`config.mk`:
```
export PLATFORM = sky130hd
export DESIGN_NAME = rtd_code_to_temperature_core_flat
export DESIGN_NICKNAME = d
export VERILOG_FILES = /design/src/rtl/core/rtdc_pkg.sv /design/src/rtl/core/rtdc_ifs.sv /design/src/rtl/core/rtd_code_to_temperature_core.sv /design/src/rtl/core/rtdc_front.sv /design/src/rtl/core/rtdc_div.sv /design/src/flat_wrapper.sv
export VERILOG_INCLUDE_DIRS = /design/src /design/src/rtl/core
export SDC_FILE = /design/constraint.sdc
export NUM_CORES = 2
export LEC_CHECK = 0
export BUFFER_PORTS_ARGS = -buffer_cell sky130_fd_sc_hd__buf_4
export CAP_MARGIN = 25
export CORE_ASPECT_RATIO = 0.6
export CORE_MARGIN = 3
export CORE_UTILIZATION = 40
export CTS_BUF_LIST = sky130_fd_sc_hd__clkbuf_8
export CTS_CLUSTER_SIZE = 14
export DETAILED_ROUTE_END_ITERATION = 6
export HOLD_SLACK_MARGIN = 0.03
export SLEW_MARGIN = 30
export SYNTH_ARGS = -nofsm -noshare
export SYNTH_HDL_FRONTEND = slang
export SYNTH_HIERARCHICAL = 1
export SYNTH_SLANG_ARGS = --single-unit
```
`constraint.sdc`:
```
create_clock -name clk -period 9.3 [get_ports clk]
set_clock_uncertainty 0.05 [all_clocks]
set_input_delay 0.465 -clock clk [delete_from_list [all_inputs] [get_ports clk]]
set_output_delay 0.465 -clock clk [all_outputs]
set_load 0.005 [all_outputs]
```
`src/rtl/core/rtd_code_to_temperature_core_defines.svh`:
```
// Assertion macros shared by the RTD code to temperature core.
// No dependencies; included by files that carry concurrent assertions.
`ifndef RTD_CODE_TO_TEMPERATURE_CORE_DEFINES_SVH
`define RTD_CODE_TO_TEMPERATURE_CORE_DEFINES_SVH

// The consequent must hold in the same cycle as the antecedent.
`define RTDC_ASSERT_IMP(label, clk, rst_n, ante, cons, msg) \
  label: assert property (@(posedge clk) disable iff (!rst_n) (ante) |-> (cons)) \
    else $error(msg);

// The consequent must hold in the cycle after the antecedent.
`define RTDC_ASSERT_NXT(label, clk, rst_n, ante, cons, msg) \
  label: assert property (@(posedge clk) disable iff (!rst_n) (ante) |=> (cons)) \
    else $error(msg);

`endif

```
`src/rtl/core/rtdc_pkg.sv`:
```
// Shared types and constants for the RTD code to temperature core.
// No dependencies; used by every other file of the core but the defines header.
package rtdc_pkg;

  // Field and datapath widths.
  localparam int WORD_W      = 16;
  localparam int FS_W        = 8;
  localparam int REF_W       = 16;
  localparam int NOM_W       = 14;
  localparam int CODE_W      = 15;
  localparam int CODE_FRAC_W = 15;
  localparam int SCALED_W    = 31;
  localparam int SCALED5_W   = SCALED_W + 3;
  localparam int RES_W       = 24;
  localparam int RES_SH      = SCALED_W - RES_W;
  localparam int STATUS_W    = 3;
  localparam int TEMP_W      = 19;
  localparam int DIFF_W      = 33;
  localparam int NUM_W       = 43;
  localparam int DEN_W       = 23;
  localparam int DVD_W       = 40;
  localparam int QUO_W       = 16;
  localparam int CFG_IDX_W   = 1;
  localparam int CFG_DATA_W  = 16;

  // Register reset values.
  localparam logic [REF_W-1:0] REF_RESET = REF_W'(430);
  localparam logic [NOM_W-1:0] NOM_RESET = NOM_W'(100);

  // Fault status bit positions.
  localparam int FS_BIT_REF_LOW    = 5;
  localparam int FS_BIT_REF_HIGH   = 4;
  localparam int FS_BIT_PROBE_OPEN = 3;
  localparam int FS_BIT_OVUV       = 2;

  // T*256 = (R*32768 - R0*32768) * 625 / (308 * R0), limits at -40 and 200 degrees.
  localparam logic signed [NUM_W-1:0] TEMP_NUM_K = NUM_W'(625);
  localparam logic [DEN_W-1:0]        TEMP_DEN_K = DEN_W'(308);
  localparam logic [NUM_W-1:0]        TEMP_LO_K  = NUM_W'(3153920);
  localparam logic [NUM_W-1:0]        TEMP_HI_K  = NUM_W'(15769600);

  localparam logic signed [TEMP_W-1:0] TEMP_INVALID = TEMP_W'(-255744);
  localparam logic signed [TEMP_W-1:0] TEMP_MIN_Q8  = TEMP_W'(-10240);
  localparam logic signed [TEMP_W-1:0] TEMP_MAX_Q8  = TEMP_W'(51200);

  typedef enum logic [STATUS_W-1:0] {
    ST_OK         = 3'd0,
    ST_PROBE_OPEN = 3'd1,
    ST_DEVICE     = 3'd2,
    ST_RES_RANGE  = 3'd3,
    ST_TEMP_RANGE = 3'd4
  } status_t;

  typedef enum logic [CFG_IDX_W-1:0] {
    REG_REF_RES = 1'b0,
    REG_RTD_NOM = 1'b1
  } cfg_reg_t;

  // Result fields that ride alongside the divider.
  typedef struct packed {
    status_t          status;
    logic             clr;
    logic [RES_W-1:0] res_q8;
    logic             neg;
  } rtdc_meta_t;

  typedef struct packed {
    rtdc_meta_t       meta;
    logic [DVD_W-1:0] dividend;
    logic [DEN_W-1:0] divisor;
  } rtdc_div_req_t;

  typedef struct packed {
    rtdc_meta_t       meta;
    logic [QUO_W-1:0] quotient;
  } rtdc_div_rsp_t;

endpackage

```
`src/rtl/core/rtdc_ifs.sv`:
```
// Valid/ready channel interfaces for the RTD code to temperature core.
// Depends on rtdc_pkg for field widths.
interface rtdc_in_if;
  logic                          valid;
  logic                          ready;
  logic [rtdc_pkg::WORD_W-1:0]   rtd_word;
  logic [rtdc_pkg::FS_W-1:0]     fault_byte;

  modport source (output valid, rtd_word, fault_byte, input ready);
  modport sink   (input valid, rtd_word, fault_byte, output ready);
endinterface

interface rtdc_out_if;
  logic                          valid;
  logic                          ready;
  logic [rtdc_pkg::STATUS_W-1:0] status;
  logic                          fault_clear_request;
  logic [rtdc_pkg::RES_W-1:0]    resistance_q8;
  logic [rtdc_pkg::TEMP_W-1:0]   temperature_q8;

  modport source (output valid, status, fault_clear_request, resistance_q8,
                  temperature_q8, input ready);
  modport sink   (input valid, status, fault_clear_request, resistance_q8,
                  temperature_q8, output ready);
endinterface

```
`src/rtl/core/rtd_code_to_temperature_core.sv`:
```
// Top level of the RTD code to temperature core: configuration registers,
// front end, divider and output register. Depends on rtdc_pkg, rtdc_ifs,
// rtdc_front, rtdc_div and the core defines header.
//
// Each request carries a raw RTD word and a fault status byte and yields one
// result: status, fault clear request, resistance in Q8 ohms and temperature
// in signed Q8 degrees C (-999 when invalid). The core accepts one request
// per clock and returns results in order through four front-end stages
// (scaling multiply, resistance window, constant products, temperature
// window), sixteen stages of the restoring divider, one bit of the quotient
// in each, and the output register. Every stage holds its own valid bit, so
// when the result side stalls the pipeline keeps filling its empty stages
// and stops taking requests only once all are full. Configuration writes act
// at once; the user must make them while no request is in flight, unchecked.

`include "rtd_code_to_temperature_core_defines.svh"

module rtd_code_to_temperature_core (
  input  logic                             clk,
  input  logic                             rst_n,
  rtdc_in_if.sink                          in_ch,
  rtdc_out_if.source                       out_ch,
  input  logic                             cfg_we,
  input  logic [rtdc_pkg::CFG_IDX_W-1:0]   cfg_index,
  input  logic [rtdc_pkg::CFG_DATA_W-1:0]  cfg_wdata
);
  import rtdc_pkg::*;

  logic [REF_W-1:0]         ref_r;
  logic [NOM_W-1:0]         nom_r;

  logic                     fe_valid;
  logic                     fe_ready;
  rtdc_div_req_t            fe_req;
  logic                     dv_valid;
  logic                     dv_ready;
  rtdc_div_rsp_t            dv_rsp;

  logic                     o_v_r;
  status_t                  o_status_r;
  logic                     o_clr_r;
  logic [RES_W-1:0]         o_res_q8_r;
  logic signed [TEMP_W-1:0] o_temp_r;
  logic signed [TEMP_W-1:0] quo_ext;
  logic signed [TEMP_W-1:0] o_temp_nxt;
  logic                     en_o;

  // Configuration registers.
  always_ff @(posedge clk) begin
    if (!rst_n) begin
      ref_r <= REF_RESET;
      nom_r <= NOM_RESET;
    end else if (cfg_we) begin
      unique case (cfg_reg_t'(cfg_index))
        REG_REF_RES: ref_r <= cfg_wdata[REF_W-1:0];
        REG_RTD_NOM: nom_r <= cfg_wdata[NOM_W-1:0];
        default: ;
      endcase
    end
  end

  rtdc_front u_front (
    .clk      (clk),
    .rst_n    (rst_n),
    .in_ch    (in_ch),
    .ref_ohms (ref_r),
    .nom_ohms (nom_r),
    .dn_valid (fe_valid),
    .dn_ready (fe_ready),
    .dn_req   (fe_req)
  );

  rtdc_div u_div (
    .clk      (clk),
    .rst_n    (rst_n),
    .up_valid (fe_valid),
    .up_ready (fe_ready),
    .up_req   (fe_req),
    .dn_valid (dv_valid),
    .dn_ready (dv_ready),
    .dn_rsp   (dv_rsp)
  );

  // Output register: apply the sign, or the invalid marker when not ok.
  assign en_o     = !o_v_r || out_ch.ready;
  assign dv_ready = en_o;

  always_comb begin
    quo_ext    = $signed(TEMP_W'(dv_rsp.quotient));
    o_temp_nxt = dv_rsp.meta.neg ? -quo_ext : quo_ext;
    if (dv_rsp.meta.status != ST_OK) begin
      o_temp_nxt = TEMP_INVALID;
    end
  end

  always_ff @(posedge clk) begin
    if (!rst_n) begin
      o_v_r <= 1'b0;
    end else if (en_o) begin
      o_v_r <= dv_valid;
    end
  end

  always_ff @(posedge clk) begin
    if (en_o && dv_valid) begin
      o_status_r <= dv_rsp.meta.status;
      o_clr_r    <= dv_rsp.meta.clr;
      o_res_q8_r <= dv_rsp.meta.res_q8;
      o_temp_r   <= o_temp_nxt;
    end
  end

  assign out_ch.valid               = o_v_r;
  assign out_ch.status              = o_status_r;
  assign out_ch.fault_clear_request = o_clr_r;
  assign out_ch.resistance_q8       = o_res_q8_r;
  assign out_ch.temperature_q8      = o_temp_r;

  // Requests are refused only while a result is held at the output.
  `RTDC_ASSERT_IMP(a_refuse_only_on_hold, clk, rst_n, !in_ch.ready, out_ch.valid && !out_ch.ready, "input refused without output backpressure")
  `RTDC_ASSERT_NXT(a_refuse_keeps_result, clk, rst_n, !in_ch.ready, out_ch.valid, "output lost while input was refused")
  // Clear requests come only with a device fault and no resistance.
  `RTDC_ASSERT_IMP(a_clear_on_device_fault, clk, rst_n, out_ch.valid && out_ch.fault_clear_request, out_ch.status == ST_DEVICE && out_ch.resistance_q8 == '0, "fault clear request without device fault")
  // Any non-ok result carries the invalid temperature marker.
  `RTDC_ASSERT_IMP(a_invalid_marker, clk, rst_n, out_ch.valid && out_ch.status != ST_OK, $signed(out_ch.temperature_q8) == TEMP_INVALID, "bad status without invalid temperature")
  // An ok result lies inside the accepted temperature window.
  `RTDC_ASSERT_IMP(a_ok_in_window, clk, rst_n, out_ch.valid && out_ch.status == ST_OK, $signed(out_ch.temperature_q8) >= TEMP_MIN_Q8 && $signed(out_ch.temperature_q8) <= TEMP_MAX_Q8, "ok temperature outside window")

endmodule

```
`src/rtl/core/rtdc_front.sv`:
```
// Front end of the converter: fault decode, code scaling, range checks and
// divider operand preparation in four register stages. Depends on rtdc_pkg, rtdc_ifs.
module rtdc_front (
  input  logic                        clk,
  input  logic                        rst_n,
  rtdc_in_if.sink                     in_ch,
  input  logic [rtdc_pkg::REF_W-1:0]  ref_ohms,
  input  logic [rtdc_pkg::NOM_W-1:0]  nom_ohms,
  output logic                        dn_valid,
  input  logic                        dn_ready,
  output rtdc_pkg::rtdc_div_req_t     dn_req
);
  import rtdc_pkg::*;

  logic en_a, en_b, en_c, en_d;

  // Stage A signals.
  logic                a_v_r;
  logic                a_fault_r;
  status_t             a_status_r;
  logic                a_clr_r;
  logic [SCALED_W-1:0] a_scaled_r;
  logic [CODE_W-1:0]   in_code;
  status_t             a_status_nxt;
  logic                a_clr_nxt;
  logic [SCALED_W-1:0] a_scaled_nxt;

  // Stage B signals.
  logic                     b_v_r;
  status_t                  b_status_r;
  logic                     b_clr_r;
  logic [RES_W-1:0]         b_res_q8_r;
  logic signed [DIFF_W-1:0] b_diff_r;
  logic [SCALED5_W-1:0]     scaled5;
  logic [SCALED5_W-1:0]     nom_lo;
  logic [SCALED_W-1:0]      nom_hi;
  logic                     res_bad;
  status_t                  b_status_nxt;
  logic [RES_W-1:0]         b_res_q8_nxt;
  logic signed [DIFF_W-1:0] b_diff_nxt;

  // Stage C signals.
  logic                    c_v_r;
  status_t                 c_status_r;
  logic                    c_clr_r;
  logic [RES_W-1:0]        c_res_q8_r;
  logic signed [NUM_W-1:0] c_num_r;
  logic [DEN_W-1:0]        c_den_r;
  logic [NUM_W-1:0]        c_lo_r;
  logic [NUM_W-1:0]        c_hi_r;

  // Stage D signals.
  logic             d_v_r;
  rtdc_div_req_t    d_req_r;
  logic             temp_bad;
  status_t          d_status_nxt;
  logic [NUM_W-1:0] num_abs;
  rtdc_div_req_t    d_req_nxt;

  // Each stage moves when it is empty or its successor moves.
  assign en_d        = !d_v_r || dn_ready;
  assign en_c        = !c_v_r || en_d;
  assign en_b        = !b_v_r || en_c;
  assign en_a        = !a_v_r || en_b;
  assign in_ch.ready = en_a;

  // Stage A: scale the code by the reference resistor and decode faults.
  assign in_code = in_ch.rtd_word[WORD_W-1:1];

  always_comb begin
    a_scaled_nxt = SCALED_W'(in_code) * SCALED_W'(ref_ohms);
    a_clr_nxt    = 1'b0;
    priority if (in_ch.fault_byte[FS_BIT_PROBE_OPEN]) begin
      a_status_nxt = ST_PROBE_OPEN;
    end else if (in_ch.fault_byte[FS_BIT_REF_LOW] || in_ch.fault_byte[FS_BIT_REF_HIGH] ||
                 in_ch.fault_byte[FS_BIT_OVUV]) begin
      a_status_nxt = ST_DEVICE;
    end else begin
      a_status_nxt = ST_DEVICE;
      a_clr_nxt    = 1'b1;
    end
  end

  always_ff @(posedge clk) begin
    if (!rst_n) begin
      a_v_r <= 1'b0;
    end else if (en_a) begin
      a_v_r <= in_ch.valid;
    end
  end

  always_ff @(posedge clk) begin
    if (en_a && in_ch.valid) begin
      a_fault_r  <= in_ch.rtd_word[0];
      a_status_r <= a_status_nxt;
      a_clr_r    <= a_clr_nxt;
      a_scaled_r <= a_scaled_nxt;
    end
  end

  // Stage B: resistance window 0.6..2.0 times nominal, on the exact scaled value.
  always_comb begin
    scaled5      = (SCALED5_W'(a_scaled_r) << 2) + SCALED5_W'(a_scaled_r);
    nom_lo       = (SCALED5_W'(nom_ohms) << (CODE_FRAC_W + 1)) +
                   (SCALED5_W'(nom_ohms) << CODE_FRAC_W);
    nom_hi       = SCALED_W'(nom_ohms) << (CODE_FRAC_W + 1);
    res_bad      = (scaled5 < nom_lo) || (a_scaled_r > nom_hi);
    b_diff_nxt   = $signed(DIFF_W'(a_scaled_r)) - $signed(DIFF_W'(nom_ohms) << CODE_FRAC_W);
    b_res_q8_nxt = a_fault_r ? '0 : a_scaled_r[SCALED_W-1:RES_SH];
    priority if (a_fault_r) begin
      b_status_nxt = a_status_r;
    end else if (res_bad) begin
      b_status_nxt = ST_RES_RANGE;
    end else if (nom_ohms == '0) begin
      b_status_nxt = ST_TEMP_RANGE;
    end else begin
      b_status_nxt = ST_OK;
    end
  end

  always_ff @(posedge clk) begin
    if (!rst_n) begin
      b_v_r <= 1'b0;
    end else if (en_b) begin
      b_v_r <= a_v_r;
    end
  end

  always_ff @(posedge clk) begin
    if (en_b && a_v_r) begin
      b_status_r <= b_status_nxt;
      b_clr_r    <= a_fault_r && a_clr_r;
      b_res_q8_r <= b_res_q8_nxt;
      b_diff_r   <= b_diff_nxt;
    end
  end

  // Stage C: numerator, denominator and temperature limits by constant products.
  always_ff @(posedge clk) begin
    if (!rst_n) begin
      c_v_r <= 1'b0;
    end else if (en_c) begin
      c_v_r <= b_v_r;
    end
  end

  always_ff @(posedge clk) begin
    if (en_c && b_v_r) begin
      c_status_r <= b_status_r;
      c_clr_r    <= b_clr_r;
      c_res_q8_r <= b_res_q8_r;
      c_num_r    <= NUM_W'(b_diff_r) * TEMP_NUM_K;
      c_den_r    <= DEN_W'(nom_ohms) * TEMP_DEN_K;
      c_lo_r     <= NUM_W'(nom_ohms) * TEMP_LO_K;
      c_hi_r     <= NUM_W'(nom_ohms) * TEMP_HI_K;
    end
  end

  // Stage D: temperature window, then magnitude and sign for the divider.
  always_comb begin
    temp_bad     = (c_num_r < -$signed(c_lo_r)) || (c_num_r > $signed(c_hi_r));
    d_status_nxt = (c_status_r == ST_OK && temp_bad) ? ST_TEMP_RANGE : c_status_r;
    num_abs      = c_num_r[NUM_W-1] ? NUM_W'(-c_num_r) : NUM_W'(c_num_r);
    d_req_nxt.meta.status = d_status_nxt;
    d_req_nxt.meta.clr    = c_clr_r;
    d_req_nxt.meta.res_q8 = c_res_q8_r;
    d_req_nxt.meta.neg    = c_num_r[NUM_W-1];
    d_req_nxt.dividend    = (d_status_nxt == ST_OK) ? num_abs[DVD_W-1:0] : '0;
    d_req_nxt.divisor     = c_den_r;
  end

  always_ff @(posedge clk) begin
    if (!rst_n) begin
      d_v_r <= 1'b0;
    end else if (en_d) begin
      d_v_r <= c_v_r;
    end
  end

  always_ff @(posedge clk) begin
    if (en_d && c_v_r) begin
      d_req_r <= d_req_nxt;
    end
  end

  assign dn_valid = d_v_r;
  assign dn_req   = d_req_r;

endmodule

```
`src/rtl/core/rtdc_div.sv`:
```
// Pipelined restoring divider: one quotient bit per register stage, result
// fields carried alongside. Depends on rtdc_pkg.
module rtdc_div (
  input  logic                    clk,
  input  logic                    rst_n,
  input  logic                    up_valid,
  output logic                    up_ready,
  input  rtdc_pkg::rtdc_div_req_t up_req,
  output logic                    dn_valid,
  input  logic                    dn_ready,
  output rtdc_pkg::rtdc_div_rsp_t dn_rsp
);
  import rtdc_pkg::*;

  logic [QUO_W:0]   en;

  // Stage inputs.
  logic             s_v    [QUO_W];
  logic [DVD_W-1:0] s_rem  [QUO_W];
  logic [DEN_W-1:0] s_den  [QUO_W];
  logic [QUO_W-1:0] s_quo  [QUO_W];
  rtdc_meta_t       s_meta [QUO_W];

  // Stage registers.
  logic             v_r    [QUO_W];
  logic [DVD_W-1:0] rem_r  [QUO_W];
  logic [DEN_W-1:0] den_r  [QUO_W];
  logic [QUO_W-1:0] quo_r  [QUO_W];
  rtdc_meta_t       meta_r [QUO_W];

  assign en[QUO_W] = dn_ready;

  for (genvar j = 0; j < QUO_W; j++) begin : g_stage
    localparam int SH = QUO_W - 1 - j;
    logic [DVD_W-1:0] trial;
    logic             fits;

    // The first stage takes the request, the others their predecessor.
    if (j == 0) begin : g_head
      assign s_v[j]    = up_valid;
      assign s_rem[j]  = up_req.dividend;
      assign s_den[j]  = up_req.divisor;
      assign s_quo[j]  = '0;
      assign s_meta[j] = up_req.meta;
    end else begin : g_body
      assign s_v[j]    = v_r[j-1];
      assign s_rem[j]  = rem_r[j-1];
      assign s_den[j]  = den_r[j-1];
      assign s_quo[j]  = quo_r[j-1];
      assign s_meta[j] = meta_r[j-1];
    end

    assign en[j] = !v_r[j] || en[j+1];

    // Try the divisor at this bit weight and keep the difference if it fits.
    assign trial = DVD_W'(s_den[j]) << SH;
    assign fits  = s_rem[j] >= trial;

    always_ff @(posedge clk) begin
      if (!rst_n) begin
        v_r[j] <= 1'b0;
      end else if (en[j]) begin
        v_r[j] <= s_v[j];
      end
    end

    always_ff @(posedge clk) begin
      if (en[j] && s_v[j]) begin
        rem_r[j]  <= fits ? (s_rem[j] - trial) : s_rem[j];
        quo_r[j]  <= s_quo[j] | (QUO_W'(fits) << SH);
        den_r[j]  <= s_den[j];
        meta_r[j] <= s_meta[j];
      end
    end
  end

  assign up_ready        = en[0];
  assign dn_valid        = v_r[QUO_W-1];
  assign dn_rsp.meta     = meta_r[QUO_W-1];
  assign dn_rsp.quotient = quo_r[QUO_W-1];

endmodule
```
`src/flat_wrapper.sv`:
```
// flat-port wrapper written by rule: the top's interface ports become plain ports
module rtd_code_to_temperature_core_flat import rtdc_pkg::*;
  (clk, rst_n, cfg_we, cfg_index, cfg_wdata, in_ch_valid, in_ch_rtd_word, in_ch_fault_byte, in_ch_ready, out_ch_valid, out_ch_status, out_ch_fault_clear_request, out_ch_resistance_q8, out_ch_temperature_q8, out_ch_ready);
  rtdc_in_if in_ch_i ();
  rtdc_out_if out_ch_i ();
  input  logic clk;
  input  logic rst_n;
  input  logic cfg_we;
  input  logic [rtdc_pkg::CFG_IDX_W-1:0] cfg_index;
  input  logic [rtdc_pkg::CFG_DATA_W-1:0] cfg_wdata;
  input wire logic [$bits(in_ch_i.valid)-1:0] in_ch_valid;
  input wire logic [$bits(in_ch_i.rtd_word)-1:0] in_ch_rtd_word;
  input wire logic [$bits(in_ch_i.fault_byte)-1:0] in_ch_fault_byte;
  output wire logic [$bits(in_ch_i.ready)-1:0] in_ch_ready;
  output wire logic [$bits(out_ch_i.valid)-1:0] out_ch_valid;
  output wire logic [$bits(out_ch_i.status)-1:0] out_ch_status;
  output wire logic [$bits(out_ch_i.fault_clear_request)-1:0] out_ch_fault_clear_request;
  output wire logic [$bits(out_ch_i.resistance_q8)-1:0] out_ch_resistance_q8;
  output wire logic [$bits(out_ch_i.temperature_q8)-1:0] out_ch_temperature_q8;
  input wire logic [$bits(out_ch_i.ready)-1:0] out_ch_ready;
  assign in_ch_i.valid = in_ch_valid;
  assign in_ch_i.rtd_word = in_ch_rtd_word;
  assign in_ch_i.fault_byte = in_ch_fault_byte;
  assign in_ch_ready = in_ch_i.ready;
  assign out_ch_valid = out_ch_i.valid;
  assign out_ch_status = out_ch_i.status;
  assign out_ch_fault_clear_request = out_ch_i.fault_clear_request;
  assign out_ch_resistance_q8 = out_ch_i.resistance_q8;
  assign out_ch_temperature_q8 = out_ch_i.temperature_q8;
  assign out_ch_i.ready = out_ch_ready;
  rtd_code_to_temperature_core u_core (.clk(clk), .rst_n(rst_n), .in_ch(in_ch_i), .out_ch(out_ch_i), .cfg_we(cfg_we), .cfg_index(cfg_index), .cfg_wdata(cfg_wdata));
endmodule
```
==> flow_summary.ini <==
[detailed_routing]
via_count = 69263
drtIter0Drc = 6306
wl_per_cell_um = 19.6
drc_errors = 0
firstDrtPassIters = 6
viasPerCell = 5.29
ant_nets = 0
routed_wl_um = 256000

[global_routing]
antenna_found_initial = 7
grt_usage_pct = 18.0
grt_pass1_wl_um = 398000
grt_pass1_vias = 68559
grt.overflow.total = 0
grt_max_degree = 87

[layout]
layout_commonest_cell = edfxtp_1
final_nets = 10622
layout_common_cells = edfxtp_1 (1927), inv_1 (1093), ha_1 (936)
layout-drive-gt1-share_pct = 7.42
fillerInstances = 24811
syn_to_final_growth_pct = 9.70

[setup_path]
critPathSlowestCell = o311ai_0
start_kind = register
crit_chain = and2_1 > fa_1 > inv_1 > fa_1 > inv_1 > fa_1 > inv_1 > fa_1 > inv_1 > fa_1 > inv_1 > fa_1 > inv_1 > ha_1 > a21o_1 > a21oi_1 > nor2b_1 > o311ai_0 > a211oi_1 > o311ai_0 > nand2b_1 > a21oi_1 > xnor2_1
path_class = reg2reg
crit_fanout = 16
max_stage_delay_ns = 0.62
crit_required_ns = 9.89
cp.arrival_ns = 7.68
worstSetupEndpointType = register

[placement]
portBuffers = 90
hpwl_um = 194000
place_ws_ns = 2.26
routabilityCongestion = 0.927

[synth]
ys.flop_type = edfxtp_1
syn_inst = 8996
synth_edf_count = 1927
syn_area_um2 = 110000
synth_warnings = 6
synth-seq-cells = 1963
synth.avg_cell_area_um2 = 12.2
synth_cell_type_count = 99
yosysSeqAreaShare_pct = 53.3
async_flop_share_pct = 0

[timing]
max_freq_mhz = 141
maxSlewViolCount = 0
worst_slew_pin_slew_ns = 1.10
setup_viol = 0
hold_viol = 0
setup_ws_ns = 2.21
fin_crit_sh_pct = 76.2
final.setup.tns_ns = 0
rsz0062_at_grt = no
max-slew-margin-rel_pct = 24.9
layout_min_cycle_time_ns = 7.09

[floorplanning]
fp.dieW_um = 682
core_um2 = 272000
die_y_um = 412
rows = 148
pin_count = 95
start_util_pct = 40.3
die_area_um2 = 281000

[cts]
htree_levels = 5
clock-root-buffer = clkbuf_8
cts_tree = yes
cts.path.max_buffers = 4
cts_resized = 0
cts.clk_slew.worst_paths_ns = 0.07
clkLatencyLatePin_ns = 0.94
cts_hold_buf = 37
cts_buffers = 291
clock-sinks = 1963
post_cts_buffers = 0

[flow_run]
max_cap_violations = 0

[power_and_ir_drop]
total_power_w = 0.0280
cellPowerDensity_nw_per_um2 = 233
leakagePower_nw = 47.8
ir_worst_vdd_mv = 0.645

[hold_path]
min_path_type = in2reg

[outcome]
outcome = finished, final reports clean
## stage by stage
stage / hold slack [ns] / instances / instance area, µm² / util (%)
5_1_grt: 0.0888 / 13085 / 120000 / 44.3
3_5_place_dp: 0.355 / 12545 / 115000 / 42.2
4_1_cts: 0.0444 / 13082 / 120000 / 44.2
3_3_place_gp: 0.350 / 12545 / 115000 / 42.2
2_1_floorplan: 0.350 / 8997 / 110000 / -
6_report: 0.139 / 13086 / 120000 / 44.3
## cells in the mapped netlist (179+ instances only)
cell | instances | share of area (%)
a21oi_1 | 491 | 2.2
nor2_1 | 433 | 1.5
and2_1 | 179 | 1.0
nand2_1 | 658 | 2.2
ha_1 | 936 | 11
xor2_1 | 302 | 2.4
o21ai_0 | 440 | 2.0
edfxtp_1 | 1927 | 53
inv_1 | 1015 | 3.5
a21o_1 | 202 | 1.4
xnor2_1 | 323 | 2.6
fa_1 | 364 | 6.6
## state kept, by name (all words and copies together), names as in the netlist, 21 cells and up
register	cells
u_core/u_div/den_r	345
u_core/u_front/c_lo_r	21
u_core/u_front/a_scaled_r	31
u_core/u_front/dn_req	90
u_core/u_front/c_num_r	43
u_core/out_ch.resistance_q8	24
u_core/u_div/rem_r	600
u_core/u_div/quo_r	136
u_core/u_front/c_hi_r	25
u_core/u_div/meta_r	464
u_core/u_front/c_res_q8_r	24
u_core/u_front/b_res_q8_r	24
u_core/u_front/b_diff_r	32
## cell type report
class                      instances  area, µm²  area share, %
multi-input combinational       5807      46700           38.8
clock inverter                   200       1150          0.956
sequential                      1963      58600           48.6
timing repair buffer             197       1610           1.33
antenna                            3       7.51        0.00623
tap                             3600       4500           3.74
inverter                        1016       3810           3.17
clock buffer                     300       4130           3.43
## worst max-delay path: cells and delay by family (launching register included)
| kind | cells | cell delay [ns] |
|---|---|---|
| xor gates and xnor gates | 1 | 0.08 |
| buffers and inverters | 6 | 0.30 |
| and+or+nand+nor | 3 | 0.48 |
| DFF | 1 | 0.60 |
| AOI/OAI and AO/OA | 6 | 1.86 |
| adders and majority gates | 7 | 3.44 |
## metal layers
layer / up-vias / wire length, µm / track usage, %
li1: 32679 / - / -
met1: 34120 / 129000 / 28.5
met2: 2157 / 104000 / 25.4
met3: 303 / 19400 / 3.53
met4: 4 / 3910 / 3.54
met5: - / 31 / 0
## worst paths after layout
kind | from | endpoint | depth (start not counted) | slack (ns)
setup / recovery | u_core/ref_r[5]$_SDFFE_PN1P_ | u_core/u_front/a_scaled_r[29]$_DFFE_PP_ | 23 | 2.21
hold / removal | cfg_index | u_core/ref_r[7]$_SDFFE_PN1P_ | 5 | 0.14
setup reg to reg | u_core/ref_r[5]$_SDFFE_PN1P_ | u_core/u_front/a_scaled_r[29]$_DFFE_PP_ | 23 | 2.21
hold reg to reg | u_core/u_div/quo_r[0][105]$_DFFE_PP_ | u_core/u_div/quo_r[0][121]$_DFFE_PP_ | 0 | 0.31
## report_power, final
group	internal (W)	leakage [nW]	switching (W)
registers	0.0104	17.8	0.000480
clock network	0.00330	2.96	0.00333
logic	0.00454	27.0	0.00599
total	0.0182	47.8	0.00980
## kinds of logic (layout without fill, tap and decap cells)
group	Yosys count	in the layout	share of synthesized area, %
AND/OR/NAND/NOR	2152	2152	9.70
flip-flops	1963	1963	53.3
AO/OA/AOI/OAI	1659	1659	9.56
adder cells (fa/ha/maj)	1300	1300	17.3
buffers and inverters	1227	1713	4.41
XOR/XNOR	625	625	4.98
multiplexers	69	69	0.705
other	1	5	0.00341
(Power assumes the default switching activity.)
